`src/rtl/tllpp_pkg.sv`:
```
`timescale 1ns / 1ps
// ----------------------------------------------------------------------------
// tllpp_pkg
// Codes and prefix constants for the tagged list length-prefix parser.
// ----------------------------------------------------------------------------
package tllpp_pkg;

    // Byte classification codes
    localparam logic [1:0] KIND_COUNT  = 2'd0;
    localparam logic [1:0] KIND_TAG    = 2'd1;
    localparam logic [1:0] KIND_PREFIX = 2'd2;
    localparam logic [1:0] KIND_DATA   = 2'd3;

    // Error codes
    localparam logic [1:0] ERR_NONE      = 2'd0;
    localparam logic [1:0] ERR_BAD_PFX   = 2'd1;
    localparam logic [1:0] ERR_TRUNCATED = 2'd2;

    // First prefix byte ranges
    localparam logic [7:0] PFX_ONE_MAX    = 8'd192;
    localparam logic [7:0] PFX_TWO_MAX    = 8'd240;
    localparam logic [7:0] PFX_THREE_MAX  = 8'd254;
    localparam logic [7:0] PFX_TWO_BASE   = 8'd193;
    localparam logic [7:0] PFX_THREE_BASE = 8'd241;

    // Length offsets of the two- and three-byte forms
    localparam logic [19:0] LEN_TWO_OFFSET   = 20'd193;
    localparam logic [19:0] LEN_THREE_OFFSET = 20'd12481;

    localparam int unsigned LEN_W   = 20;
    localparam int unsigned TOTAL_W = 28;

endpackage

```
`src/rtl/tagged_list_length_prefix_parser_unit.sv`:
```
`timescale 1ns / 1ps
// ----------------------------------------------------------------------------
// tagged_list_length_prefix_parser_unit
// Byte-at-a-time parser for a counted list of tag / length-prefix / data
// elements, echoing every byte with its kind and element context.
// ----------------------------------------------------------------------------
// Throughput is one byte transaction per clock while results are drained: the
// parse state and the input byte feed a short block of compare/add logic
// that loads the result register directly, so the only stage is that result
// register. The input side stays ready while the result register is empty
// or is being drained in the same cycle, so back-to-back bytes flow without
// bubbles. A list starts with a count byte; each element is a tag byte, a
// length prefix of one to three bytes (first byte 0..192 is the length,
// 193..240 and 241..254 open the two- and three-byte forms, 255 is an error),
// then the data bytes. After a completed list, a bad prefix byte or a buffer
// end that arrives before the list completes, the next byte is taken as a
// new count byte. There is no configuration and no startup sweep.
// ----------------------------------------------------------------------------
module tagged_list_length_prefix_parser_unit
    import tllpp_pkg::*;
(
    input  logic                 aclk,
    input  logic                 aresetn,

    input  logic                 s_valid,
    output logic                 s_ready,
    input  logic [7:0]           s_stream_byte,
    input  logic                 s_buffer_end,

    output logic                 m_valid,
    input  logic                 m_ready,
    output logic [1:0]           m_byte_kind,
    output logic [7:0]           m_byte_value,
    output logic [7:0]           m_element_tag,
    output logic [7:0]           m_element_index,
    output logic [LEN_W-1:0]     m_element_length,
    output logic                 m_element_last,
    output logic                 m_list_done,
    output logic [TOTAL_W-1:0]   m_list_bytes,
    output logic [1:0]           m_error_code
);

    // Parse phase: what the next byte is expected to be
    typedef enum logic [2:0] {
        PH_COUNT = 3'd0,    // list element count
        PH_TAG   = 3'd1,    // element tag
        PH_PFX   = 3'd2,    // first prefix byte
        PH_P2B   = 3'd3,    // second byte of two-byte form
        PH_P3B   = 3'd4,    // second byte of three-byte form
        PH_P3C   = 3'd5,    // third byte of three-byte form
        PH_DATA  = 3'd6     // data bytes
    } phase_t;

    // Parse state
    phase_t               phase_reg,         phase_next;
    logic [7:0]           elements_left_reg, elements_left_next;
    logic [7:0]           counter_reg,       counter_next;
    logic [7:0]           tag_reg,           tag_next;
    logic [7:0]           pfx_first_reg,     pfx_first_next;
    logic [7:0]           pfx_second_reg,    pfx_second_next;
    logic [LEN_W-1:0]     data_left_reg,     data_left_next;
    logic [LEN_W-1:0]     decoded_reg,       decoded_next;
    logic [TOTAL_W-1:0]   total_reg,         total_next;

    // Result register
    logic                 m_valid_reg;
    logic [1:0]           m_kind_reg,   kind_next;
    logic [7:0]           m_value_reg;
    logic [7:0]           m_tag_reg,    tag_out_next;
    logic [7:0]           m_index_reg,  index_out_next;
    logic [LEN_W-1:0]     m_length_reg, length_out_next;
    logic                 m_last_reg,   last_next;
    logic                 m_done_reg,   done_next;
    logic [TOTAL_W-1:0]   m_bytes_reg;
    logic [1:0]           m_err_reg,    err_next;

    logic                 have_len;
    logic                 s_fire;
    logic [7:0]           pfx_off_two;
    logic [7:0]           pfx_off_three;
    logic [LEN_W-1:0]     data_dec;

    // Output register frees up whenever it is empty or being drained
    assign s_ready = !m_valid_reg || m_ready;
    assign s_fire  = s_valid && s_ready;

    // Offsets of the first prefix byte into its range; only the low bits
    // carry weight in the decoded length
    assign pfx_off_two   = pfx_first_reg - PFX_TWO_BASE;
    assign pfx_off_three = pfx_first_reg - PFX_THREE_BASE;
    assign data_dec      = data_left_reg - LEN_W'(1);

    // ------------------------------------------------------------------
    // Next-state and result logic for one byte
    // ------------------------------------------------------------------
    always_comb begin
        phase_next         = phase_reg;
        elements_left_next = elements_left_reg;
        counter_next       = counter_reg;
        tag_next           = tag_reg;
        pfx_first_next     = pfx_first_reg;
        pfx_second_next    = pfx_second_reg;
        data_left_next     = data_left_reg;
        decoded_next       = decoded_reg;
        total_next         = total_reg + TOTAL_W'(1);

        kind_next          = KIND_COUNT;
        tag_out_next       = tag_reg;
        index_out_next     = counter_reg;
        length_out_next    = '0;
        last_next          = 1'b0;
        done_next          = 1'b0;
        err_next           = ERR_NONE;
        have_len           = 1'b0;

        unique case (phase_reg)
            PH_TAG: begin
                kind_next    = KIND_TAG;
                tag_next     = s_stream_byte;
                tag_out_next = s_stream_byte;
                decoded_next = '0;
                phase_next   = PH_PFX;
            end
            PH_PFX: begin
                kind_next = KIND_PREFIX;
                if (s_stream_byte <= PFX_ONE_MAX) begin
                    decoded_next = {12'd0, s_stream_byte};
                    have_len     = 1'b1;
                end else if (s_stream_byte <= PFX_THREE_MAX) begin
                    pfx_first_next = s_stream_byte;
                    phase_next     = (s_stream_byte <= PFX_TWO_MAX) ? PH_P2B : PH_P3B;
                end else begin
                    err_next = ERR_BAD_PFX;
                end
            end
            PH_P2B: begin
                kind_next    = KIND_PREFIX;
                decoded_next = LEN_TWO_OFFSET + {6'd0, pfx_off_two[5:0], s_stream_byte};
                have_len     = 1'b1;
            end
            PH_P3B: begin
                kind_next       = KIND_PREFIX;
                pfx_second_next = s_stream_byte;
                phase_next      = PH_P3C;
            end
            PH_P3C: begin
                // high nibble weighs 65536; the sum wraps at 20 bits
                kind_next    = KIND_PREFIX;
                decoded_next = LEN_THREE_OFFSET
                             + {pfx_off_three[3:0], pfx_second_reg, s_stream_byte};
                have_len     = 1'b1;
            end
            PH_DATA: begin
                kind_next       = KIND_DATA;
                length_out_next = decoded_reg;
                data_left_next  = data_dec;
                last_next       = (data_dec == '0);
            end
            default: begin
                // count byte; the unused phase code lands here too
                kind_next          = KIND_COUNT;
                total_next         = TOTAL_W'(1);
                elements_left_next = s_stream_byte;
                counter_next       = '0;
                tag_next           = '0;
                decoded_next       = '0;
                data_left_next     = '0;
                tag_out_next       = '0;
                index_out_next     = '0;
                if (s_stream_byte == 8'd0) begin
                    done_next  = 1'b1;
                    phase_next = PH_COUNT;
                end else begin
                    phase_next = PH_TAG;
                end
            end
        endcase

        // Last prefix byte: zero length closes the element right away
        if (have_len) begin
            length_out_next = decoded_next;
            if (decoded_next == '0) begin
                last_next = 1'b1;
            end else begin
                data_left_next = decoded_next;
                phase_next     = PH_DATA;
            end
        end

        // Element complete (never on a count byte)
        if (last_next) begin
            elements_left_next = elements_left_reg - 8'd1;
            if (elements_left_next == 8'd0) begin
                done_next  = 1'b1;
                phase_next = PH_COUNT;
            end else begin
                counter_next = counter_reg + 8'd1;
                phase_next   = PH_TAG;
            end
        end

        // Bad prefix wins over a buffer end
        if (err_next != ERR_NONE) begin
            phase_next = PH_COUNT;
        end else if (s_buffer_end && !done_next) begin
            err_next   = ERR_TRUNCATED;
            phase_next = PH_COUNT;
        end
    end

    // ------------------------------------------------------------------
    // Registers
    // ------------------------------------------------------------------
    always_ff @(posedge aclk) begin
        if (!aresetn) begin
            phase_reg         <= PH_COUNT;
            elements_left_reg <= '0;
            counter_reg       <= '0;
            tag_reg           <= '0;
            pfx_first_reg     <= '0;
            pfx_second_reg    <= '0;
            data_left_reg     <= '0;
            decoded_reg       <= '0;
            total_reg         <= '0;
            m_valid_reg       <= 1'b0;
        end else begin
            if (s_fire) begin
                phase_reg         <= phase_next;
                elements_left_reg <= elements_left_next;
                counter_reg       <= counter_next;
                tag_reg           <= tag_next;
                pfx_first_reg     <= pfx_first_next;
                pfx_second_reg    <= pfx_second_next;
                data_left_reg     <= data_left_next;
                decoded_reg       <= decoded_next;
                total_reg         <= total_next;
                m_valid_reg       <= 1'b1;
            end else if (m_ready) begin
                m_valid_reg <= 1'b0;
            end
        end
    end

    // Result payload: loaded on each accepted transaction, no reset needed
    always_ff @(posedge aclk) begin
        if (s_fire) begin
            m_kind_reg   <= kind_next;
            m_value_reg  <= s_stream_byte;
            m_tag_reg    <= tag_out_next;
            m_index_reg  <= index_out_next;
            m_length_reg <= length_out_next;
            m_last_reg   <= last_next;
            m_done_reg   <= done_next;
            m_bytes_reg  <= done_next ? total_next : '0;
            m_err_reg    <= err_next;
        end
    end

    assign m_valid          = m_valid_reg;
    assign m_byte_kind      = m_kind_reg;
    assign m_byte_value     = m_value_reg;
    assign m_element_tag    = m_tag_reg;
    assign m_element_index  = m_index_reg;
    assign m_element_length = m_length_reg;
    assign m_element_last   = m_last_reg;
    assign m_list_done      = m_done_reg;
    assign m_list_bytes     = m_bytes_reg;
    assign m_error_code     = m_err_reg;

    // ------------------------------------------------------------------
    // Assertions
    // ------------------------------------------------------------------
    // A list ends either on an empty count byte or on an element's last byte
    a_done_src: assert property (@(posedge aclk) disable iff (!aresetn)
        m_valid_reg && m_done_reg |-> (m_last_reg || m_kind_reg == KIND_COUNT))
        else $error("list_done without a completing byte");

    // Errors and completion are exclusive
    a_err_not_done: assert property (@(posedge aclk) disable iff (!aresetn)
        m_valid_reg && m_err_reg != ERR_NONE |-> !m_done_reg)
        else $error("error flagged on a completing byte");

    // After an error or a finished list the parser waits for a count byte
    a_resync: assert property (@(posedge aclk) disable iff (!aresetn)
        s_fire && (err_next != ERR_NONE || done_next) |=> phase_reg == PH_COUNT)
        else $error("parser did not return to count phase");

    // Count and tag bytes carry no decoded length
    a_len_zero: assert property (@(posedge aclk) disable iff (!aresetn)
        m_valid_reg && (m_kind_reg == KIND_COUNT || m_kind_reg == KIND_TAG)
        |-> m_length_reg == '0)
        else $error("element_length set on count or tag byte");

    // Data phase always has bytes left to take
    a_data_left: assert property (@(posedge aclk) disable iff (!aresetn)
        phase_reg == PH_DATA |-> data_left_reg != '0)
        else $error("data phase with zero bytes left");

endmodule

```
`config.mk`:
```
export PLATFORM = sky130hd
export DESIGN_NAME = tagged_list_length_prefix_parser_unit
export DESIGN_NICKNAME = d
export VERILOG_FILES = /design/src/rtl/tllpp_pkg.sv /design/src/rtl/tagged_list_length_prefix_parser_unit.sv
export SDC_FILE = /design/constraint.sdc
export NUM_CORES = 1
export LEC_CHECK = 0
export BUFFER_PORTS_ARGS = -buffer_cell sky130_fd_sc_hd__buf_4
export CAP_MARGIN = 20
export CORE_MARGIN = 2
export CORE_UTILIZATION = 50
export CTS_CLUSTER_DIAMETER = 200
export DETAILED_ROUTE_END_ITERATION = 10
export PLACE_DENSITY = 0.69
export RECOVER_POWER = 50
export SLEW_MARGIN = 0
export SYNTH_ARGS = -nofsm -noshare
export SYNTH_HDL_FRONTEND = slang
export SYNTH_SLANG_ARGS = --single-unit
```
`constraint.sdc`:
```
create_clock -name aclk -period 4.55 [get_ports aclk]
set_input_delay 0.91 -clock aclk [delete_from_list [all_inputs] [get_ports aclk]]
set_output_delay 0.91 -clock aclk [all_outputs]
set_load 0.02 [all_outputs]
```
==> results_dict.tcl, run 1 <==
set metrics [dict create \
    place_inst 1463 \
    multi_input_area_sq_mm 0.00504 \
    core_area_sq_mm 0.0195 \
    relSlewSlack_pct -13.2 \
    fin_area_sq_mm 0.0112 \
    synth_common_cells "nor2_1, dfxtp_1, nand2_1" \
    r2r_slack_ps 850 \
    setup_viol 0 \
    wl_per_cell_um 17.5 \
    antenna_left 0 \
    skew_ps 11.4 \
    antenna_found_initial 0 \
    cp_max_fo 11 \
    path_class "in2reg" \
    cp_num_buf_inv 3 \
    yosys.area.top_type "edfxtp_1" \
    rr_startpoint "phase_reg[1]" \
    power.density_mw_per_mm2 327 \
    place_area_sq_mm 0.0110 \
    drtPass1Iterations 6 \
    status "complete, but fails checks" \
    synthArstFlopShare_pct 0 \
    worst_pin_slew_ps 1700 \
    ys_types 73 \
    fin_util_pct 57.3 \
    overflow 0 \
    tns_ps 0 \
    yosys_warnings 0 \
    numClockSinks 188 \
    drt_iter0_drc 952 \
    met1_usage_pct 33.5 \
    min-delay-start "tag_reg[0]" \
    port_buffers 92 \
    grt_busiest_layer "met2" \
    rsz0062_at_grt "false" \
    maxSlewViolCount 37 \
    cp.required_ps 4880 \
    grtUsageMet3_pct 3.95 \
    end_kind "flip-flop" \
    holdBufCountCts 0 \
    synth_cells 1155 \
    die_w_um 145 \
    synth_area_leaders "edfxtp_1, dfxtp_1, nor2_1" \
    layout-drive-gt1-share_pct 7.24 \
    vias 8885 \
    cp-startpoint "s_stream_byte[1]" \
    violations "capacitance limit, slew limit" \
    routed_wl_um 26100 \
    cts_resized 0 \
    critPathTopFamily "compound AO/OA/AOI/OAI gates" \
    cp_slowest_cell "or4b_4" \
    syn_area_sq_mm 0.0100 \
    grt_pass1_wl_um 42200 \
    clockBufferDepth 2 \
    regArea_sq_mm 0.00454 \
    p_total_mw 3.66 \
    syn_area_per_cell_sq_um 8.66 \
    cpMostUsedCell "a221oi_1" \
    yosysMostFrequentCell "nor2_1" \
    synth_ff_type "dfxtp_1" \
    ir_drop_v 0.000272 \
    layout.cells.non_filler 1494 \
    clkLatencyLatePin_ps 430 \
    yosys_register_bits 188 \
    root_buffer "clkbuf_16" \
    seq_area_frac_synth_pct 45.4 \
    layout.nets 1239 \
    viasPerCell 5.95 \
    io_pins 93 \
    synth_top_area_share_pct 23.4 \
    placementRows 51 \
    fp.dieH_um 145 \
    grt_use_met2_pct 38.9 \
    cts_htree_levels 4 \
    critPathArrivalTime_ps 4580 \
    fin_crit_sh_pct 93.4 \
    hpwl_um 17500 \
    cap_violations 1 \
    fmax_ghz 0.235 \
    p_leak_nw 4.06 \
    cts_buffers 17 \
    hold_viol 0 \
    grtUsageTotal_pct 24.2 \
    die_area_sq_mm 0.0212 \
    drcViolationCount 0 \
    post_cts_buffers 0 \
    synth-edff-count 78 \
    timing.final.crit_period_ps 4250 \
    cp-start-kind "primary input" \
    initial_core_util_pct 51.2 \
    fill_cells 1827 \
    grt_pass1_vias 8075 \
    tritoncts "done" \
    synth_nets 1177 \
    clk_pin_slew_ps 70 \
    cp_cell_sequence "clkbuf_1 -> inv_1 -> ha_1 -> or3b_1 -> o311a_1 -> or2_0 -> a221oi_1 -> or4b_4 -> o31ai_4 -> buf_4 -> o21ai_1 -> a221oi_1" \
    gp_congestion 0.955 \
    area_growth_pct 11.8 \
    grt_max_degree 83 \
    worst_path_largest_cell_delay_ps 570 \
    worst_hold_path_type "reg2reg" \
    n_antenna_cell 0 \
]
per-stage QoR:
step	setup WS, ps	hold WS, ps
2_1_floorplan	248	437
3_3_place_gp	176	443
3_5_place_dp	84.5	453
4_1_cts	530	463
5_1_grt	163	496
6_report	301	463
area by class of cell:
class	instances	area share [%]
clock buffer	17	3.80
clock inverter	14	1.15
inverter	25	0.895
multi-input combinational	859	45.1
sequential	188	40.6
tap	265	2.96
timing repair buffer	126	5.48
cells by family (layout without fill, tap and decap cells):
kind of cell / count (synthesis) / count (layout) / synth area share (%)
compound gates: 318 / 318 / 20.9
flops: 188 / 188 / 45.4
xor+xnor: 59 / 59 / 5.17
fa+ha+maj: 9 / 9 / 1.13
mux: 13 / 13 / 1.30
simple gates: 460 / 460 / 21.9
buf+inv: 108 / 182 / 4.18
report_power, final:
group	total [mW]	internal [mW]	switching, mW
sequential	1.85	1.81	0.0388
combinational	0.390	0.109	0.281
clock	1.42	0.719	0.701
total	3.66	2.64	1.02
worst reg2reg max path: cells and delay by family (launching register included):
family,cells,cell delay [ps]
and+or+nand+nor,3,1040
muxes,1,240
buffers and inverters,2,570
AOI/OAI and AO/OA,5,1430
DFF,1,320
final timing paths:
path,to,cells after the start
max,elements_left_reg[0],12
max reg2reg,elements_left_reg[0],11
min reg2reg,tag_reg[0],2
min,tag_reg[0],2
placed cells by master, fill, tap and decap left out, types with 5 or more instances in the layout:
master     instances
xnor2_1           40
nor4_1            13
nor3b_1            7
xor2_1            19
or4_1              5
nor2_1           156
a211oi_1           6
or3_1             12
o31ai_1            9
a22o_1            10
a21o_1            22
inv_1             23
ha_1               9
a21oi_1           97
nand3_1           42
o22ai_1           10
nand2_1          106
a22oi_1           25
nand4_1           10
edfxtp_1          78
and3_1            18
a221oi_2           6
o21ai_0           78
nor2b_1            5
o211ai_1           5
o221ai_1           5
clkbuf_1          92
a31oi_1            5
buf_4             32
clkbuf_16         17
nor3_1            33
nand2b_1          12
inv_6              6
mux2i_1           13
and2_1            13
dfxtp_1          110
nand3b_1           6
routing by layer:
| layer | vias to the layer above | wire (um) |
|---|---|---|
| li1 | 4302 | - |
| met1 | 4205 | 11900 |
| met2 | 323 | 12000 |
| met3 | 55 | 1540 |
| met4 | 0 | 610 |
| met5 | - | 0 |
(Power assumes the default switching activity.)
==> run 2, diff against run 1 <==
--- a/config.mk
+++ b/config.mk
@@ -11,7 +11,7 @@
 export CORE_UTILIZATION = 50
 export CTS_CLUSTER_DIAMETER = 200
 export DETAILED_ROUTE_END_ITERATION = 10
-export PLACE_DENSITY = 0.69
+export PLACE_DENSITY = 0.66
 export RECOVER_POWER = 50
 export SLEW_MARGIN = 0
 export SYNTH_ARGS = -nofsm -noshare
==> constraint.sdc (replaced) <==
create_clock -name aclk -period 4.9 [get_ports aclk]
set_input_delay 0.98 -clock aclk [delete_from_list [all_inputs] [get_ports aclk]]
set_output_delay 0.98 -clock aclk [all_outputs]
set_load 0.02 [all_outputs]
==> results_dict.tcl, run 2 (synthesis gave the netlist of run 1 again) <==
set metrics [dict create \
    r2r_slack_ps 940 \
    hpwl_um 16800 \
    tritoncts "done" \
    viasPerCell 5.90 \
    worst_hold_path_type "reg2reg" \
    clkLatencyLatePin_ps 430 \
    relSlewSlack_pct -19.3 \
    tns_ps 0 \
    n_antenna_cell 0 \
    die_area_sq_mm 0.0212 \
    timing.final.crit_period_ps 4500 \
    critPathArrivalTime_ps 4780 \
    fill_cells 1878 \
    swShare_pct 27.2 \
    skew_ps 8.42 \
    drt_iter0_drc 786 \
    port_buffers 92 \
    io_pins 93 \
    fmax_ghz 0.222 \
    pwr-share-clk_pct 38.6 \
    overflow 0 \
    fin_util_pct 56.8 \
    drtPass1Iterations 6 \
    critPathTopFamily "simple AND/OR/NAND/NOR gates" \
    grt_max_degree 89 \
    p_sw_mw 0.922 \
    final_cell_mix "nor2_1, dfxtp_1, nand2_1, a21oi_1, clkbuf_1" \
    status "complete, but fails checks" \
    routed_wl_um 25300 \
    setup_viol 0 \
    maxSlewViolCount 101 \
    hold_viol 0 \
    seqPwrFrac_pct 50.8 \
    multi_input_area_sq_mm 0.00504 \
    area_growth_pct 10.8 \
    grt_pass1_vias 7538 \
    cp_cell_sequence "clkbuf_1 -> nand2_1 -> nor2_1 -> o31a_1 -> o2bb2ai_1 -> or4_1 -> or4b_4 -> o31ai_4 -> and2_1 -> o221ai_1" \
    power.density_mw_per_mm2 305 \
    numClockSinks 188 \
    layout-drive-gt1-share_pct 6.34 \
    gp_congestion 0.938 \
    drcViolationCount 0 \
    worst_pin_slew_ps 1790 \
    post_cts_buffers 0 \
    antenna_found_initial 0 \
    clockBufferDepth 2 \
    p_leak_nw 4.01 \
    p_int_mw 2.46 \
    ir_drop_v 0.000248 \
    cp_max_fo 16 \
    regArea_sq_mm 0.00454 \
    rsz0062_at_grt "false" \
    cts_resized 0 \
    placementRows 51 \
    cap_violations 2 \
    cp_num_buf_inv 1 \
    layout.nets 1224 \
    initial_core_util_pct 51.2 \
    grt_pass1_wl_um 40300 \
    power_frac_comb_pct 10.6 \
    end_kind "flip-flop" \
    vias 8733 \
    cts_htree_levels 4 \
    clk_pin_slew_ps 70 \
    die_w_um 145 \
    antenna_left 0 \
    cp_slowest_cell "clkbuf_1" \
    fin_crit_sh_pct 91.8 \
    root_buffer "clkbuf_16" \
    path_class "in2reg" \
    cts_buffers 17 \
    worst_path_largest_cell_delay_ps 620 \
    cp.required_ps 5180 \
    cp-start-kind "primary input" \
    final_common_cell "nor2_1" \
    fp.dieH_um 145 \
    violations "capacitance limit, slew limit" \
    grtUsageTotal_pct 23.3 \
    core_area_sq_mm 0.0195 \
    holdBufCountCts 0 \
    wl_per_cell_um 17.1 \
]
## run 2: changes by cell type in the layout (fill, tap and decap cells not counted), sizes merged
cell	delta
buf	-10
clkbuf	-2
clkinv	+1
clkinvlp	-2
inv	-1
## run 2: worst paths after layout
| kind | start | endpoint | depth (start not counted) |
|---|---|---|---|
| max reg2reg | pfx_first_reg[0] | counter_reg[4] | 11 |
| max | s_stream_byte[4] | counter_reg[4] | 10 |
| min reg2reg | tag_reg[1] | tag_reg[1] | 2 |
| min | tag_reg[1] | tag_reg[1] | 2 |
## run 2: worst register-to-register path, stage by stage, from the launching register on
cell and delay [ps]:
dfxtp_1 620, inv_1 170, ha_1 330, nand2b_1 190, a211oi_1 310, nand2_1 110, xnor2_1 170, o22ai_1 250
or4b_4 610, o31ai_4 510, and2_1 390, o221ai_1 150
## run 2: cell type report
type | instances | area share, %
sequential | 188 | 41.0
clock buffer | 20 | 4.03
timing repair buffer | 111 | 4.69
inverter | 25 | 0.858
tap | 265 | 2.99
clock inverter | 12 | 0.926
multi-input combinational | 859 | 45.5
## run 2: metal layers
| layer | vias up | GRT usage [%] | wire length, um |
|---|---|---|---|
| met5 | - | 0 | 0 |
| met4 | 0 | 6.96 | 540 |
| met3 | 37 | 4.17 | 1520 |
| met2 | 300 | 36.7 | 11500 |
| met1 | 4130 | 33.0 | 11800 |
| li1 | 4266 | - | - |
## run 2: metrics by stage
stage | setup WS (ps) | area (sq um) | hold slack, ps | std cells | power [mW]
CTS | 700 | 11400 | 455 | 1480 | 3.44
global route | 226 | 11100 | 473 | 1480 | 3.51
floorplan | 528 | 10000 | 437 | 1155 | 2.01
global placement | 363 | 10900 | 443 | 1448 | 2.14
finish | 401 | 11100 | 454 | 1480 | 3.38
detailed placement | 256 | 10900 | 447 | 1448 | 2.14
## run 2: power groups by stage
stage / Clock (mW) / Sequential, mW / Combinational (mW)
5_1_grt: 1.39 / 1.73 / 0.393
6_report: 1.31 / 1.72 / 0.357
3_5_place_dp: 0 / 1.75 / 0.385
4_1_cts: 1.33 / 1.72 / 0.386
2_1_floorplan: 0 / 1.79 / 0.223
3_3_place_gp: 0 / 1.75 / 0.383
